--- src/rtl/core/llcc_pkg.sv ---
// shared types, codes and the service point transition function for the connection control
package llcc_pkg;

	localparam int NUM_POINTS = 16;
	localparam int PT_AW = (NUM_POINTS > 1) ? $clog2(NUM_POINTS) : 1;
	localparam int CNT_W = $clog2(NUM_POINTS + 1);
	localparam logic [PT_AW-1:0] PT_LAST = PT_AW'(NUM_POINTS - 1);

	// link machine states
	localparam logic [1:0] LK_STANDBY = 2'd0;
	localparam logic [1:0] LK_UCONN   = 2'd1;
	localparam logic [1:0] LK_ACTIVE  = 2'd2;

	// service point states
	localparam logic [2:0] PT_DISC  = 3'd0;
	localparam logic [2:0] PT_CONN  = 3'd1;
	localparam logic [2:0] PT_CPEND = 3'd2;
	localparam logic [2:0] PT_DTR   = 3'd3;
	localparam logic [2:0] PT_SETUP = 3'd4;
	localparam logic [2:0] PT_SPEND = 3'd5;

	// event codes
	localparam logic [4:0] EV_CONREQ  = 5'd0;
	localparam logic [4:0] EV_CONCNF  = 5'd1;
	localparam logic [4:0] EV_CONRSP  = 5'd2;
	localparam logic [4:0] EV_CONIND  = 5'd3;
	localparam logic [4:0] EV_DISIND  = 5'd4;
	localparam logic [4:0] EV_DISREQ  = 5'd5;
	localparam logic [4:0] EV_DATREQ  = 5'd6;
	localparam logic [4:0] EV_UDATREQ = 5'd7;
	localparam logic [4:0] EV_DATIND  = 5'd8;
	localparam logic [4:0] EV_UDATIND = 5'd9;
	localparam logic [4:0] EV_WDOG    = 5'd10;
	localparam logic [4:0] EV_LCONREQ = 5'd11;
	localparam logic [4:0] EV_LCONIND = 5'd12;
	localparam logic [4:0] EV_LCONCNF = 5'd13;
	localparam logic [4:0] EV_LDISIND = 5'd14;
	localparam logic [4:0] EV_LDISREQ = 5'd15;

	// action codes
	localparam logic [4:0] AC_SEND_CMD    = 5'd0;
	localparam logic [4:0] AC_SEND_CNF    = 5'd1;
	localparam logic [4:0] AC_SEND_DISC   = 5'd2;
	localparam logic [4:0] AC_SEND_DATA   = 5'd3;
	localparam logic [4:0] AC_SEND_UDATA  = 5'd4;
	localparam logic [4:0] AC_DELIV_DATA  = 5'd5;
	localparam logic [4:0] AC_DELIV_UDATA = 5'd6;
	localparam logic [4:0] AC_IND_CONN    = 5'd7;
	localparam logic [4:0] AC_IND_CCNF    = 5'd8;
	localparam logic [4:0] AC_IND_DISC    = 5'd9;
	localparam logic [4:0] AC_LINK_CREQ   = 5'd10;
	localparam logic [4:0] AC_LINK_CRSP   = 5'd11;
	localparam logic [4:0] AC_LINK_DREQ   = 5'd12;
	localparam logic [4:0] AC_WD_START    = 5'd13;
	localparam logic [4:0] AC_WD_STOP     = 5'd14;
	localparam logic [4:0] AC_ERROR       = 5'd15;

	// one action word on its way to the output
	typedef struct packed {
		logic       v;
		logic [4:0] act;
		logic [3:0] pt;
	} emit_t;

	// what one point transition does: actions before the link request, the
	// link request itself, and an action after it
	typedef struct packed {
		logic [2:0] nxt;
		logic [1:0] n_pre;
		logic [4:0] act0;
		logic [4:0] act1;
		logic       link_v;
		logic [4:0] link_ev;
		logic       post_v;
		logic [4:0] post;
		logic       keep;
	} pt_fn_t;

	function automatic pt_fn_t point_fn(input logic [2:0] s, input logic [4:0] ev);
		pt_fn_t r;
		r = '0;
		r.nxt = s;
		case (s)
			PT_DISC: begin
				if (ev == EV_CONREQ) begin
					r.nxt = PT_SPEND;
					r.link_v = 1'b1;
					r.link_ev = EV_LCONREQ;
					r.post_v = 1'b1;
					r.post = AC_WD_START;
				end else if (ev == EV_CONIND) begin
					r.nxt = PT_CPEND;
					r.link_v = 1'b1;
					r.link_ev = EV_LCONREQ;
				end
			end
			PT_CONN: begin
				if (ev == EV_CONRSP) begin
					r.n_pre = 2'd2;
					r.act0 = AC_SEND_CNF;
					r.act1 = AC_WD_STOP;
					r.nxt = PT_DTR;
				end
			end
			PT_CPEND: begin
				if (ev == EV_CONRSP || ev == EV_DISREQ) begin
					r.n_pre = 2'd1;
					r.act0 = AC_ERROR;
				end else if (ev == EV_LCONCNF) begin
					r.nxt = PT_CONN;
					r.n_pre = 2'd1;
					r.act0 = AC_IND_CONN;
				end
			end
			PT_DTR: begin
				case (ev)
					EV_CONREQ, EV_CONRSP: begin
						r.n_pre = 2'd1;
						r.act0 = AC_ERROR;
					end
					EV_DISREQ: begin
						r.n_pre = 2'd1;
						r.act0 = AC_SEND_DISC;
						r.nxt = PT_DISC;
						r.link_v = 1'b1;
						r.link_ev = EV_LDISREQ;
					end
					EV_DATREQ: begin
						r.n_pre = 2'd1;
						r.act0 = AC_SEND_DATA;
					end
					EV_UDATREQ: begin
						r.n_pre = 2'd1;
						r.act0 = AC_SEND_UDATA;
					end
					EV_DATIND: begin
						r.n_pre = 2'd1;
						r.act0 = AC_DELIV_DATA;
					end
					EV_UDATIND: begin
						r.n_pre = 2'd1;
						r.act0 = AC_DELIV_UDATA;
					end
					EV_LDISIND: begin
						r.nxt = PT_DISC;
						r.n_pre = 2'd1;
						r.act0 = AC_IND_DISC;
					end
					EV_DISIND: begin
						r.nxt = PT_DISC;
						r.link_v = 1'b1;
						r.link_ev = EV_LDISREQ;
						r.post_v = 1'b1;
						r.post = AC_IND_DISC;
					end
					default: begin
					end
				endcase
			end
			PT_SETUP: begin
				if (ev == EV_CONCNF) begin
					r.nxt = PT_DTR;
					r.n_pre = 2'd2;
					r.act0 = AC_WD_STOP;
					r.act1 = AC_IND_CCNF;
				end else if (ev == EV_DISIND) begin
					r.nxt = PT_DISC;
					r.n_pre = 2'd2;
					r.act0 = AC_WD_STOP;
					r.act1 = AC_IND_DISC;
				end
			end
			PT_SPEND: begin
				if (ev == EV_LCONCNF) begin
					r.n_pre = 2'd1;
					r.act0 = AC_SEND_CMD;
					r.nxt = PT_SETUP;
				end else if (ev == EV_DISIND) begin
					r.n_pre = 2'd1;
					r.act0 = AC_WD_STOP;
					r.nxt = PT_DISC;
				end else if (ev == EV_WDOG) begin
					// link request is raised while the point still counts as bound
					r.nxt = PT_DISC;
					r.link_v = 1'b1;
					r.link_ev = EV_LDISREQ;
					r.keep = 1'b1;
				end
			end
			default: begin
			end
		endcase
		return r;
	endfunction

endpackage

--- src/rtl/core/llcc_state_ram.sv ---
// service point state memory with per-entry valid bits and a registered read
module llcc_state_ram (
	input  logic                      clk,
	input  logic                      arst_n,
	input  logic                      we,
	input  logic [llcc_pkg::PT_AW-1:0] waddr,
	input  logic [2:0]                wdata,
	input  logic                      re,
	input  logic [llcc_pkg::PT_AW-1:0] raddr,
	output logic [2:0]                rd_state
);
	import llcc_pkg::*;

	logic [2:0]            mem [NUM_POINTS];
	logic [2:0]            rdata_q;
	logic                  rvalid_q;
	logic [NUM_POINTS-1:0] valid_q;

	always_ff @(posedge clk) begin
		if (we)
			mem[waddr] <= wdata;
		if (re)
			rdata_q <= mem[raddr];
	end

	always_ff @(posedge clk or negedge arst_n) begin
		if (!arst_n) begin
			valid_q  <= '0;
			rvalid_q <= 1'b0;
		end else begin
			if (we)
				valid_q[waddr] <= 1'b1;
			if (re)
				rvalid_q <= valid_q[raddr];
		end
	end

	// never-written entries read as disconnected
	assign rd_state = rvalid_q ? rdata_q : PT_DISC;

endmodule

--- src/rtl/core/llcc_result_buf.sv ---
// one-deep holding stage that marks the final action word of a step
module llcc_result_buf (
	input  logic            clk,
	input  logic            arst_n,
	input  llcc_pkg::emit_t em,
	input  logic            flush,
	output logic            strobe,
	output logic [4:0]      action,
	output logic [3:0]      target_point,
	output logic            last
);
	import llcc_pkg::*;

	logic       pend_v_q;
	logic [4:0] pend_act_q;
	logic [3:0] pend_pt_q;
	logic       strobe_q;
	logic [4:0] action_q;
	logic [3:0] point_q;
	logic       last_q;

	always_ff @(posedge clk or negedge arst_n) begin
		if (!arst_n) begin
			pend_v_q <= 1'b0;
			strobe_q <= 1'b0;
		end else begin
			strobe_q <= pend_v_q && (em.v || flush);
			if (em.v)
				pend_v_q <= 1'b1;
			else if (flush)
				pend_v_q <= 1'b0;
		end
	end

	always_ff @(posedge clk) begin
		if (em.v) begin
			pend_act_q <= em.act;
			pend_pt_q  <= em.pt;
		end
		action_q <= pend_act_q;
		point_q  <= pend_pt_q;
		last_q   <= flush && !em.v;
	end

	assign strobe       = strobe_q;
	assign action       = action_q;
	assign target_point = point_q;
	assign last         = last_q;

endmodule

--- src/rtl/core/lsap_link_connection_control.sv ---
// top level: link and service point connection control sequencer
//
// one event word is taken when start is high and busy is low; busy stays high
// until every action word of that event has been produced. action words leave
// on action/target_point/last, each valid for exactly one cycle while strobe is
// high, and the receiver must take them as they come since there is no way to
// hold them off; last marks the final word of an event, and an event with no
// action gives no word at all. when the link visits every service point, busy
// also covers the walk through the state memory, one point per cycle. each word
// is held in a pending register until the next word or the end of the event
// shows whether it is the last, then passes through an output register, and
// the final word of an event comes out in the first cycle in which busy is low.
// after reset the block is ready at once: per-entry valid bits make the point
// memory read as all disconnected.
module lsap_link_connection_control (
	input  logic       clk,
	input  logic       arst_n,
	input  logic       start,
	output logic       busy,
	input  logic [4:0] mode,
	input  logic [3:0] lsap,
	output logic       strobe,
	output logic [4:0] action,
	output logic [3:0] target_point,
	output logic       last
);
	import llcc_pkg::*;

	// sequencer states
	localparam logic [2:0] S_IDLE = 3'd0;
	localparam logic [2:0] S_PT   = 3'd1;
	localparam logic [2:0] S_PT2  = 3'd2;
	localparam logic [2:0] S_LINK = 3'd3;
	localparam logic [2:0] S_FAN  = 3'd4;
	localparam logic [2:0] S_POST = 3'd5;
	localparam logic [2:0] S_FIN  = 3'd6;

	logic [2:0]       state_q, state_d;
	logic [1:0]       link_q, link_d;
	logic [CNT_W-1:0] cnt_q;
	logic [4:0]       ev_q;       // point event, then the link request it raised
	logic [4:0]       fev_q;      // event being fanned out
	logic [PT_AW-1:0] pt_q;       // source point, 0 for link input events
	logic [PT_AW-1:0] idx_q;      // fan-out walk position
	pt_fn_t           pf_q;

	logic             accept;
	logic             pt_ok;
	logic [PT_AW-1:0] lsap_addr;

	logic             ram_we, ram_re;
	logic [PT_AW-1:0] ram_waddr, ram_raddr;
	logic [2:0]       rd_state;
	pt_fn_t           f_now;
	logic [4:0]       fn_ev;

	logic             fan;
	logic [4:0]       fan_ev;
	emit_t            lk_em, em;
	logic             flush;

	assign accept    = start && !busy;
	assign busy      = (state_q != S_IDLE);
	assign pt_ok     = (32'(lsap) < NUM_POINTS);
	assign lsap_addr = PT_AW'(lsap);

	// point transition shared by the addressed point and the fan-out walk
	assign fn_ev = (state_q == S_FAN) ? fev_q : ev_q;
	assign f_now = point_fn(rd_state, fn_ev);

	assign ram_we    = (state_q == S_PT) || (state_q == S_FAN);
	assign ram_waddr = (state_q == S_FAN) ? idx_q : pt_q;

	always_comb begin
		ram_re    = 1'b0;
		ram_raddr = '0;
		case (state_q)
			S_IDLE: begin
				ram_re    = accept && (mode <= EV_WDOG) && pt_ok;
				ram_raddr = lsap_addr;
			end
			S_LINK: begin
				ram_re    = fan;
				ram_raddr = '0;
			end
			S_FAN: begin
				ram_re    = (idx_q != PT_LAST);
				ram_raddr = idx_q + PT_AW'(1);
			end
			default: begin
			end
		endcase
	end

	llcc_state_ram u_ram (
		.clk      (clk),
		.arst_n   (arst_n),
		.we       (ram_we),
		.waddr    (ram_waddr),
		.wdata    (f_now.nxt),
		.re       (ram_re),
		.raddr    (ram_raddr),
		.rd_state (rd_state)
	);

	// link machine step, resolved in the link state of the sequencer
	always_comb begin
		link_d = link_q;
		lk_em  = '0;
		fan    = 1'b0;
		fan_ev = EV_LCONCNF;
		lk_em.pt = 4'(pt_q);
		case (link_q)
			LK_STANDBY: begin
				if (ev_q == EV_LCONIND) begin
					link_d     = LK_ACTIVE;
					lk_em.v    = 1'b1;
					lk_em.act  = AC_LINK_CRSP;
				end else if (ev_q == EV_LCONREQ) begin
					link_d     = LK_UCONN;
					lk_em.v    = 1'b1;
					lk_em.act  = AC_LINK_CREQ;
				end
			end
			LK_UCONN: begin
				if (ev_q == EV_LCONCNF) begin
					link_d = LK_ACTIVE;
					fan    = 1'b1;
				end else if (ev_q == EV_LDISIND) begin
					link_d = LK_STANDBY;
					fan    = 1'b1;
					fan_ev = EV_LDISIND;
				end else if (ev_q == EV_LDISREQ) begin
					link_d = LK_STANDBY;
				end
			end
			LK_ACTIVE: begin
				if (ev_q == EV_LCONREQ) begin
					fan = 1'b1;
				end else if (ev_q == EV_LDISREQ) begin
					// drop the link only when no point is bound any more
					if (cnt_q == '0 && !pf_q.keep) begin
						link_d    = LK_STANDBY;
						lk_em.v   = 1'b1;
						lk_em.act = AC_LINK_DREQ;
					end
				end else if (ev_q == EV_LDISIND) begin
					link_d = LK_STANDBY;
					fan    = 1'b1;
					fan_ev = EV_LDISIND;
				end
			end
			default: begin
			end
		endcase
	end

	// action word source for this cycle
	always_comb begin
		em    = '0;
		flush = 1'b0;
		case (state_q)
			S_PT: begin
				em.v   = (f_now.n_pre != 2'd0);
				em.act = f_now.act0;
				em.pt  = 4'(pt_q);
			end
			S_PT2: begin
				em.v   = (pf_q.n_pre == 2'd2);
				em.act = pf_q.act1;
				em.pt  = 4'(pt_q);
			end
			S_LINK: begin
				if (state_q == S_LINK)
					em = lk_em;
			end
			S_FAN: begin
				em.v   = (f_now.n_pre != 2'd0);
				em.act = f_now.act0;
				em.pt  = 4'(idx_q);
			end
			S_POST: begin
				em.v   = pf_q.post_v;
				em.act = pf_q.post;
				em.pt  = 4'(pt_q);
			end
			S_FIN: begin
				flush = 1'b1;
			end
			default: begin
			end
		endcase
	end

	always_comb begin
		state_d = state_q;
		case (state_q)
			S_IDLE: begin
				if (accept) begin
					if (mode <= EV_WDOG)
						state_d = pt_ok ? S_PT : S_FIN;
					else if (mode <= EV_LDISREQ)
						state_d = S_LINK;
					else
						state_d = S_FIN;
				end
			end
			S_PT:   state_d = S_PT2;
			S_PT2:  state_d = pf_q.link_v ? S_LINK : S_POST;
			S_LINK: state_d = fan ? S_FAN : S_POST;
			S_FAN:  state_d = (idx_q == PT_LAST) ? S_POST : S_FAN;
			S_POST: state_d = S_FIN;
			S_FIN:  state_d = S_IDLE;
			default: state_d = S_IDLE;
		endcase
	end

	always_ff @(posedge clk or negedge arst_n) begin
		if (!arst_n) begin
			state_q <= S_IDLE;
			link_q  <= LK_STANDBY;
			cnt_q   <= '0;
		end else begin
			state_q <= state_d;
			if (state_q == S_LINK)
				link_q <= link_d;
			// bound count follows entries into and out of disconnected
			if (ram_we) begin
				if (rd_state == PT_DISC && f_now.nxt != PT_DISC)
					cnt_q <= cnt_q + CNT_W'(1);
				else if (rd_state != PT_DISC && f_now.nxt == PT_DISC)
					cnt_q <= cnt_q - CNT_W'(1);
			end
		end
	end

	always_ff @(posedge clk) begin
		case (state_q)
			S_IDLE: begin
				if (accept) begin
					ev_q <= mode;
					pt_q <= (mode <= EV_WDOG) ? lsap_addr : '0;
					pf_q <= '0;
				end
			end
			S_PT: begin
				pf_q <= f_now;
				ev_q <= f_now.link_ev;
			end
			S_LINK: begin
				fev_q <= fan_ev;
				idx_q <= '0;
			end
			S_FAN: begin
				if (idx_q != PT_LAST)
					idx_q <= idx_q + PT_AW'(1);
			end
			default: begin
			end
		endcase
	end

	llcc_result_buf u_out (
		.clk          (clk),
		.arst_n       (arst_n),
		.em           (em),
		.flush        (flush),
		.strobe       (strobe),
		.action       (action),
		.target_point (target_point),
		.last         (last)
	);

endmodule
--- config.mk ---
export PLATFORM = sky130hd
export DESIGN_NAME = lsap_link_connection_control
export DESIGN_NICKNAME = d
export VERILOG_FILES = /design/src/rtl/core/llcc_pkg.sv /design/src/rtl/core/llcc_state_ram.sv /design/src/rtl/core/llcc_result_buf.sv /design/src/rtl/core/lsap_link_connection_control.sv
export SDC_FILE = /design/constraint.sdc
export NUM_CORES = 1
export LEC_CHECK = 0
export BUFFER_PORTS_ARGS = -buffer_cell sky130_fd_sc_hd__buf_2
export CORE_MARGIN = 5
export CORE_UTILIZATION = 30
export CTS_CLUSTER_DIAMETER = 120
export DETAILED_ROUTE_END_ITERATION = 10
export PLACE_DENSITY = 0.41
export SETUP_SLACK_MARGIN = 0.3
export SYNTH_ARGS = -nofsm -noshare
export SYNTH_HDL_FRONTEND = slang
export SYNTH_SLANG_ARGS = --single-unit
--- constraint.sdc ---
create_clock -name clk -period 7.8 [get_ports clk]
set_input_delay 0.78 -clock clk [delete_from_list [all_inputs] [get_ports clk]]
set_output_delay 0.78 -clock clk [all_outputs]
set_load 0.05 [all_outputs]
==> metrics.txt, run 1 <==
status complete, no violations; setup_tns 0 ns; CTS Buffer Depth 2; CP Launch Type flip-flop; Sinks on Clock Net 121; Skew-Pair Late Insertion Delay about 0.42 ns; PostCTS Resize Cnt 0; total number of H-tree levels 4; Worst Path Required 8.09 ns; Clock Skew around 0.019 ns; Clk pwr share 0.224; setup violators final 0; Final Net Count about 580; ys async rst share 0.240; Die Y between 150 and 200 µm; Starting DRT DRC Count around 410; Max stage delay on crit path roughly 0.8 ns; Reg power frac 0.361; Area Overhead vs Synth 14.0%; setup bufs post-CTS 0; fin crit share 0.642; syn nets 567; drc violations 0; FILL cells around 2000; Critical Path, Cell by Cell or3b_1, mux2i_4, a211oi_2, nand2b_1, nand4_1, or3_1, ha_1, inv_1, ha_1, a21o_1, a21oi_1, xnor2_1, nand2_1, xnor2_1; Psw around 1.3 mW; Comb power frac 0.415; Power Density about 460 nW/µm²; cell count after synthesis 545; unrepaired setup endpoints after global routing no; crit end category flip-flop; count leader, synth edfxtp_1; clock slew at reported path FFs about 0.060 ns; Min-Delay Path Class reg2reg; Worst Setup Slack, final between 2 and 3 ns; all-layer global routing usage 0.144; Worst path slowest cell dfrtp_1; cts bufs inserted 17; Pre-antenna DRT Iters 5; Net Sw Frac 0.417; share of cells above drive strength 1 0.162; final wirelength about 17 mm; full die area ~23000 µm²; post-synth top area cell edfxtp_1; Ports 24; first-pass GRT wire length approximately 26 mm; Slew @ Worst Pin 0.966 ns; Internal 1.87 mW; vias in the first global route between 4000 and 5000; Rel. slew slack 0.351; drt via density 5.16; min Tclk post-route around 5 ns; DR WL/cell slightly below 20 µm; Antenna Nets Post-Route 0; GPL Wtd Cong 0.814; Max Clk Rate between 150 and 200 MHz; mapped cell area a little over 6000 µm²; Post-DP HPWL 11.5 mm; number of flops mapped to enable cells by yosys a little over 80; share of the synthesized area in the top cell type 0.408; Place WS roughly 2.7 ns; synth warn 0; Worst Path Arrival approximately 5.3 ns; Synth area leaders edfxtp_1 (41%), dfrtp_1 (12%), mux2i_1 (4.3%); FF/Latch Area ~3400 µm²; via count around 4400; Top FF cell, synth edfxtp_1; row cnt 52; root buf cell clkbuf_16; Synth cell types 63; crit path kind reg2reg; endpoints failing hold 0; hold_buf cts 0; Peak VDD IR approximately 0.00015 V; sequential share of the synthesized area 0.556; Max Cap Violations 0; antenna violations before repair 0; Slew Limit Fails 0; Post-Syn Area per Cell ~11 µm²; area occupied by multi-input gates approximately 2500 µm²; GR Overflow Total 0; Synth Register Bits roughly 120; largest net degree at the start of global routing 32; Post-synth top cells edfxtp_1 (83), nand2_1 (59), nor2_1 (40); Core Region 20200 µm²; Crit Path Max Fanout 21; Die X roughly 150 µm; CTS tree done; Buffers on Ports 22; static leakage approximately 2.6 nW; number of diodes 0; starting density of the core 0.303
[per-layer routing]
metal  vias up  GRT usage  wire, µm
met2       122      0.217      7500
met1      2157      0.199      7890
met4         0     0.0518       337
met3        23     0.0364       783
met5         -          0         0
li1       2058          -         -
[stage by stage]
stage | hold WS [ns] | cell area (µm²) | instances | utilization | power (mW)
detailed placement | 0.328 | 6430 | 813 | 0.319 | 2.51
global placement | 0.325 | 6430 | 813 | 0.319 | 2.50
global route | 0.361 | 6970 | 845 | 0.345 | 3.43
CTS | 0.341 | 6970 | 845 | 0.345 | 3.24
floorplan | 0.323 | 6110 | 545 | - | 2.13
finish | 0.341 | 6970 | 845 | 0.345 | 3.21
[power by group through the flow]
stage | sequential (mW) | clock (mW) | combinational (mW)
after floorplan | 1.10 | 0 | 1.03
after global placement | 1.16 | 0 | 1.34
after detailed placement | 1.17 | 0 | 1.35
after CTS | 1.16 | 0.732 | 1.35
after global routing | 1.19 | 0.761 | 1.48
final | 1.16 | 0.717 | 1.33
[worst max-delay path, delay by kind of cell, from the launching register on]
family,cells,cell delay [ns]
XOR/XNOR,2,0.30
AO/OA/AOI/OAI,3,0.66
adder cells (fa/ha/maj),2,0.49
multiplexers,1,0.37
AND/OR/NAND/NOR,5,2.07
buffers and inverters,1,0.17
flip-flops,1,0.80
[registers in the layout, indices dropped and copies added, names as in the netlist]
name,count
u_ram.mem,48
u_ram.valid_q,16
pf_q,9
cnt_q,5
ev_q,5
idx_q,4
pt_q,4
u_out.action,4
u_out.pend_act_q,4
u_out.pend_pt_q,4
u_out.target_point,4
state_q,3
u_ram.rdata_q,3
fev_q,2
link_q,2
u_out.last,1
u_out.pend_v_q,1
u_out.strobe,1
u_ram.rvalid_q,1
[final timing paths]
path                                                   start                            end  slack [ns]  depth (start not counted)
worst max-delay path                  state_q[2]$_DFFE_PN0P_           cnt_q[4]$_DFFE_PN0P_        2.79                         14
worst min-delay path            u_out.pend_pt_q[1]$_DFFE_PP_  u_out.target_point[1]$_DFF_P_        0.34                          0
worst max register to register        state_q[2]$_DFFE_PN0P_           cnt_q[4]$_DFFE_PN0P_        2.79                         14
worst min register to register  u_out.pend_pt_q[1]$_DFFE_PP_  u_out.target_point[1]$_DFF_P_        0.34                          0
max in group asynchronous                             arst_n           cnt_q[3]$_DFFE_PN0P_        6.75                          1
min in group asynchronous                             arst_n         state_q[2]$_DFFE_PN0P_        0.49                          1
[layout by cell type (no fill, tap or decap), types with 4 or more instances in the layout]
master	netlist	layout
edfxtp_1	83	83
nand2_1	59	59
nor2_1	40	40
dfrtp_1	29	29
mux2i_1	26	26
buf_2	5	22
nand3_1	21	21
or2_2	18	18
inv_1	17	17
a21oi_1	18	17
clkbuf_16	0	17
nor3_1	16	16
a211oi_1	14	14
o21ai_0	14	14
nor3b_1	13	13
a31oi_1	13	13
nand2b_1	11	11
ha_1	9	9
dfxtp_1	9	9
xnor2_1	8	8
a21o_1	8	8
and2_1	7	7
nand4_1	6	6
nor2b_1	6	6
a311oi_1	5	5
nor4_1	5	5
and3_1	5	5
a22o_1	5	5
clkinvlp_4	0	5
o211ai_1	4	4
mux2_2	4	4
buf_4	6	4
[cells by family after synthesis]
| logic type | after synthesis | share of synthesized area |
|---|---|---|
| flip-flops | 121 | 0.556 |
| other | 1 | 0.000614 |
| AND/OR/NAND/NOR | 222 | 0.189 |
| multiplexers | 33 | 0.0598 |
| AO/OA/AOI/OAI | 102 | 0.120 |
| XOR/XNOR | 11 | 0.0158 |
| adder cells (fa/ha/maj) | 10 | 0.0217 |
| buffers and inverters | 45 | 0.0373 |
[area by class of cell]
| class | instances | area share |
|---|---|---|
| Sequential cell | 121 | 0.488 |
| Tap cell | 270 | 0.0485 |
| Multi-Input combinational cell | 379 | 0.357 |
| Inverter | 17 | 0.00916 |
| Clock buffer | 19 | 0.0636 |
| Timing Repair Buffer | 26 | 0.0201 |
| Clock inverter | 13 | 0.0136 |
No activity file was read; power rests on OpenSTA's default activity.
==> run 2: changes to the inputs <==
==> constraint.sdc (replaced) <==
create_clock -name clk -period 4.98 [get_ports clk]
set_input_delay 0.498 -clock clk [delete_from_list [all_inputs] [get_ports clk]]
set_output_delay 0.498 -clock clk [all_outputs]
set_load 0.05 [all_outputs]
==> metrics.txt, run 2 (synthesized netlist as in run 1, its figures left out) <==
status complete, no violations; Core Region 20200 µm² (unchanged); top flop regs u_ram.mem: 48 flops, u_ram.valid_q: 16 flops, pf_q: 9 flops; setup_tns 0 ns (unchanged); crit end category flip-flop; Worst Path Required 5.28 ns (-2.81 ns); Max Clk Rate 243 MHz (+22%); CTS Buffer Depth 2 (unchanged); clock slew at reported path FFs 0.07 ns (about the same); Starting DRT DRC Count 346 (-16%); row cnt 52 (unchanged); antenna violations before repair 0 (unchanged); GPL Wtd Cong 0.867 (+6.5%); cts bufs inserted 17 (unchanged); Ports 24 (unchanged); DR WL/cell 19.5 µm (-0.23%); Psw 2.17 mW (+62%); drc violations 0 (unchanged); Reg-to-Reg Start state_q[0]$_DFFE_PN0P_; first-pass GRT wire length 26.2 mm (+1.6%); Max stage delay on crit path 0.68 ns (-0.12 ns); Worst path slowest cell nor3_1; Worst Path Arrival 4.41 ns (-0.89 ns); Top reg by flops u_ram.mem; setup bufs post-CTS 0 (unchanged); FF-to-FF End cnt_q[4]$_DFFE_PN0P_; crit path kind reg2reg; PostCTS Resize Cnt 0 (unchanged); Die X 153 µm (unchanged); final core occ 0.349 (+0.00360); min Tclk post-route 4.12 ns (-0.890 ns); static leakage 2.61 nW (+2.1%); Sinks on Clock Net 121 (unchanged); FILL cells 2014 (-2.3%); Place WS 0.939 ns (-1.78 ns); commonest non-fill, non-tap cells in the layout edfxtp_1 (83), nand2_1 (59), nor2_1 (40), dfrtp_1 (29), mux2i_1 (26); endpoints failing hold 0 (unchanged); total number of H-tree levels 4 (unchanged); vias in the first global route 4341 (+1.3%); R2R cell count 15 (+1); share of cells above drive strength 1 0.175 (+0.0132); Post-DP HPWL 11.8 mm (+2.2%); max FFs per register 48 (unchanged); Clk pwr share 0.228 (+0.004); Crit Path Max Fanout 18 (-14%); Slew @ Worst Pin 1.16 ns (+0.199 ns); Die Y 153 µm (unchanged); Comb power frac 0.427 (+0.012); hold_buf cts 0 (unchanged); Internal 2.98 mW (+59%); Slew Limit Fails 0 (unchanged); largest net degree at the start of global routing 30 (-6.3%); CP Launch Type flip-flop; Worst Setup Slack, final 0.863 ns (-1.93 ns); Reg power frac 0.345 (-0.016); GR Overflow Total 0 (unchanged); fin crit share 0.827 (+0.185); Pre-antenna DRT Iters 5 (unchanged); Power Density 731 nW/µm² (+59%); Clock Skew 0.0180 ns (-0.000731 ns); CTS tree done; Skew-Pair Late Insertion Delay 0.42 ns (about the same); Rel. slew slack 0.219 (-0.132); root buf cell clkbuf_16; Critical Path, Cell by Cell nor3b_2, buf_4, nor3_1, nand4_1, nand4_1, buf_4, or3_1, ha_1, inv_1, fa_1, a21o_1, a21oi_1, xnor2_1, nand2_1, xnor2_1; drt via density 5.14 (-0.39%); most common cell after layout, fill and taps aside edfxtp_1; unrepaired setup endpoints after global routing no; CP Buf/Inv Count 3 (+2); final wirelength 16.6 mm (+0.71%); Min-Delay Path Class in2async; Antenna Nets Post-Route 0 (unchanged); starting density of the core 0.303 (unchanged); full die area 23300 µm² (unchanged); Final Net Count 592 (+1.4%); Max Cap Violations 0 (unchanged); Net Sw Frac 0.421 (+0.00471); setup violators final 0 (unchanged); number of diodes 0 (unchanged); Area Overhead vs Synth 15.2%; FF-to-FF setup slack 0.86 ns (-1.93 ns); all-layer global routing usage 0.146 (+0.00217); Buffers on Ports 22 (unchanged); via count 4384 (+0.55%); family with the most delay on the worst path simple AND/OR/NAND/NOR gates; Peak VDD IR 0.000248 V (+63%)
-- run 2: cell types whose count changed in the layout (fill, tap and decap cells not counted), moves of 2 or more --
cell        previous run  this run
clkinvlp_4             5         3
inv_8                  0         2
buf_4                  4        12
inv_6                  3         7
-- run 2: how the worst max path moves through the flow --
stage,slack (ns),endpoint,start,cells past startpoint
2_1_floorplan,1.34,cnt_q[4]$_DFFE_PN0P_,state_q[0]$_DFFE_PN0P_,16
3_3_place_gp,1.06,cnt_q[4]$_DFFE_PN0P_,state_q[0]$_DFFE_PN0P_,16
3_5_place_dp,0.94,cnt_q[4]$_DFFE_PN0P_,state_q[0]$_DFFE_PN0P_,16
4_1_cts,0.91,cnt_q[4]$_DFFE_PN0P_,state_q[0]$_DFFE_PN0P_,16
5_1_grt,0.66,cnt_q[4]$_DFFE_PN0P_,state_q[0]$_DFFE_PN0P_,16
6_report,0.86,cnt_q[4]$_DFFE_PN0P_,state_q[0]$_DFFE_PN0P_,15
-- run 2: worst register-to-register path, delay by kind of cell (launching register included) --
| kind | cells | cell delay [ns] |
|---|---|---|
| XOR/XNOR | 2 | 0.29 |
| flip-flops | 1 | 0.65 |
| AO/OA/AOI/OAI | 2 | 0.39 |
| adder cells (fa/ha/maj) | 2 | 0.56 |
| AND/OR/NAND/NOR | 6 | 1.55 |
| buffers and inverters | 3 | 0.56 |
-- run 2: power groups by stage --
stage / Clock (mW) / Sequential (mW) / Combinational [mW]
floorplan: 0 / 1.73 / 1.62
global placement: 0 / 1.79 / 2.21
detailed placement: 0 / 1.79 / 2.20
CTS: 1.21 / 1.78 / 2.22
global route: 1.26 / 1.82 / 2.41
finish: 1.17 / 1.78 / 2.20
-- run 2: cell type report --
type / count / area (µm²) / area share
Sequential cell: 121 / 3400 / 0.483
Multi-Input combinational cell: 379 / 2490 / 0.353
Clock buffer: 17 / 425 / 0.0604
Tap cell: 270 / 338 / 0.0480
Timing Repair Buffer: 34 / 200 / 0.0284
Clock inverter: 15 / 129 / 0.0183
Inverter: 17 / 63.8 / 0.00906
-- run 2: metrics by stage --
step / power [mW] / hold WS (ns) / std cells / instance area, µm²
finish: 5.15 / 0.157 / 853 / 7040
CTS: 5.20 / 0.189 / 853 / 7040
global placement: 4.01 / 0.328 / 821 / 6490
floorplan: 3.34 / 0.202 / 545 / 6110
global route: 5.49 / 0.218 / 853 / 7040
detailed placement: 4.00 / 0.328 / 821 / 6490
-- run 2: metal layers --
layer / vias up / track usage / wire length, µm
li1: 2079 / - / -
met1: 2177 / 0.212 / 8170
met2: 114 / 0.216 / 7530
met3: 14 / 0.0332 / 683
met4: 0 / 0.0454 / 247
met5: - / 0 / 0
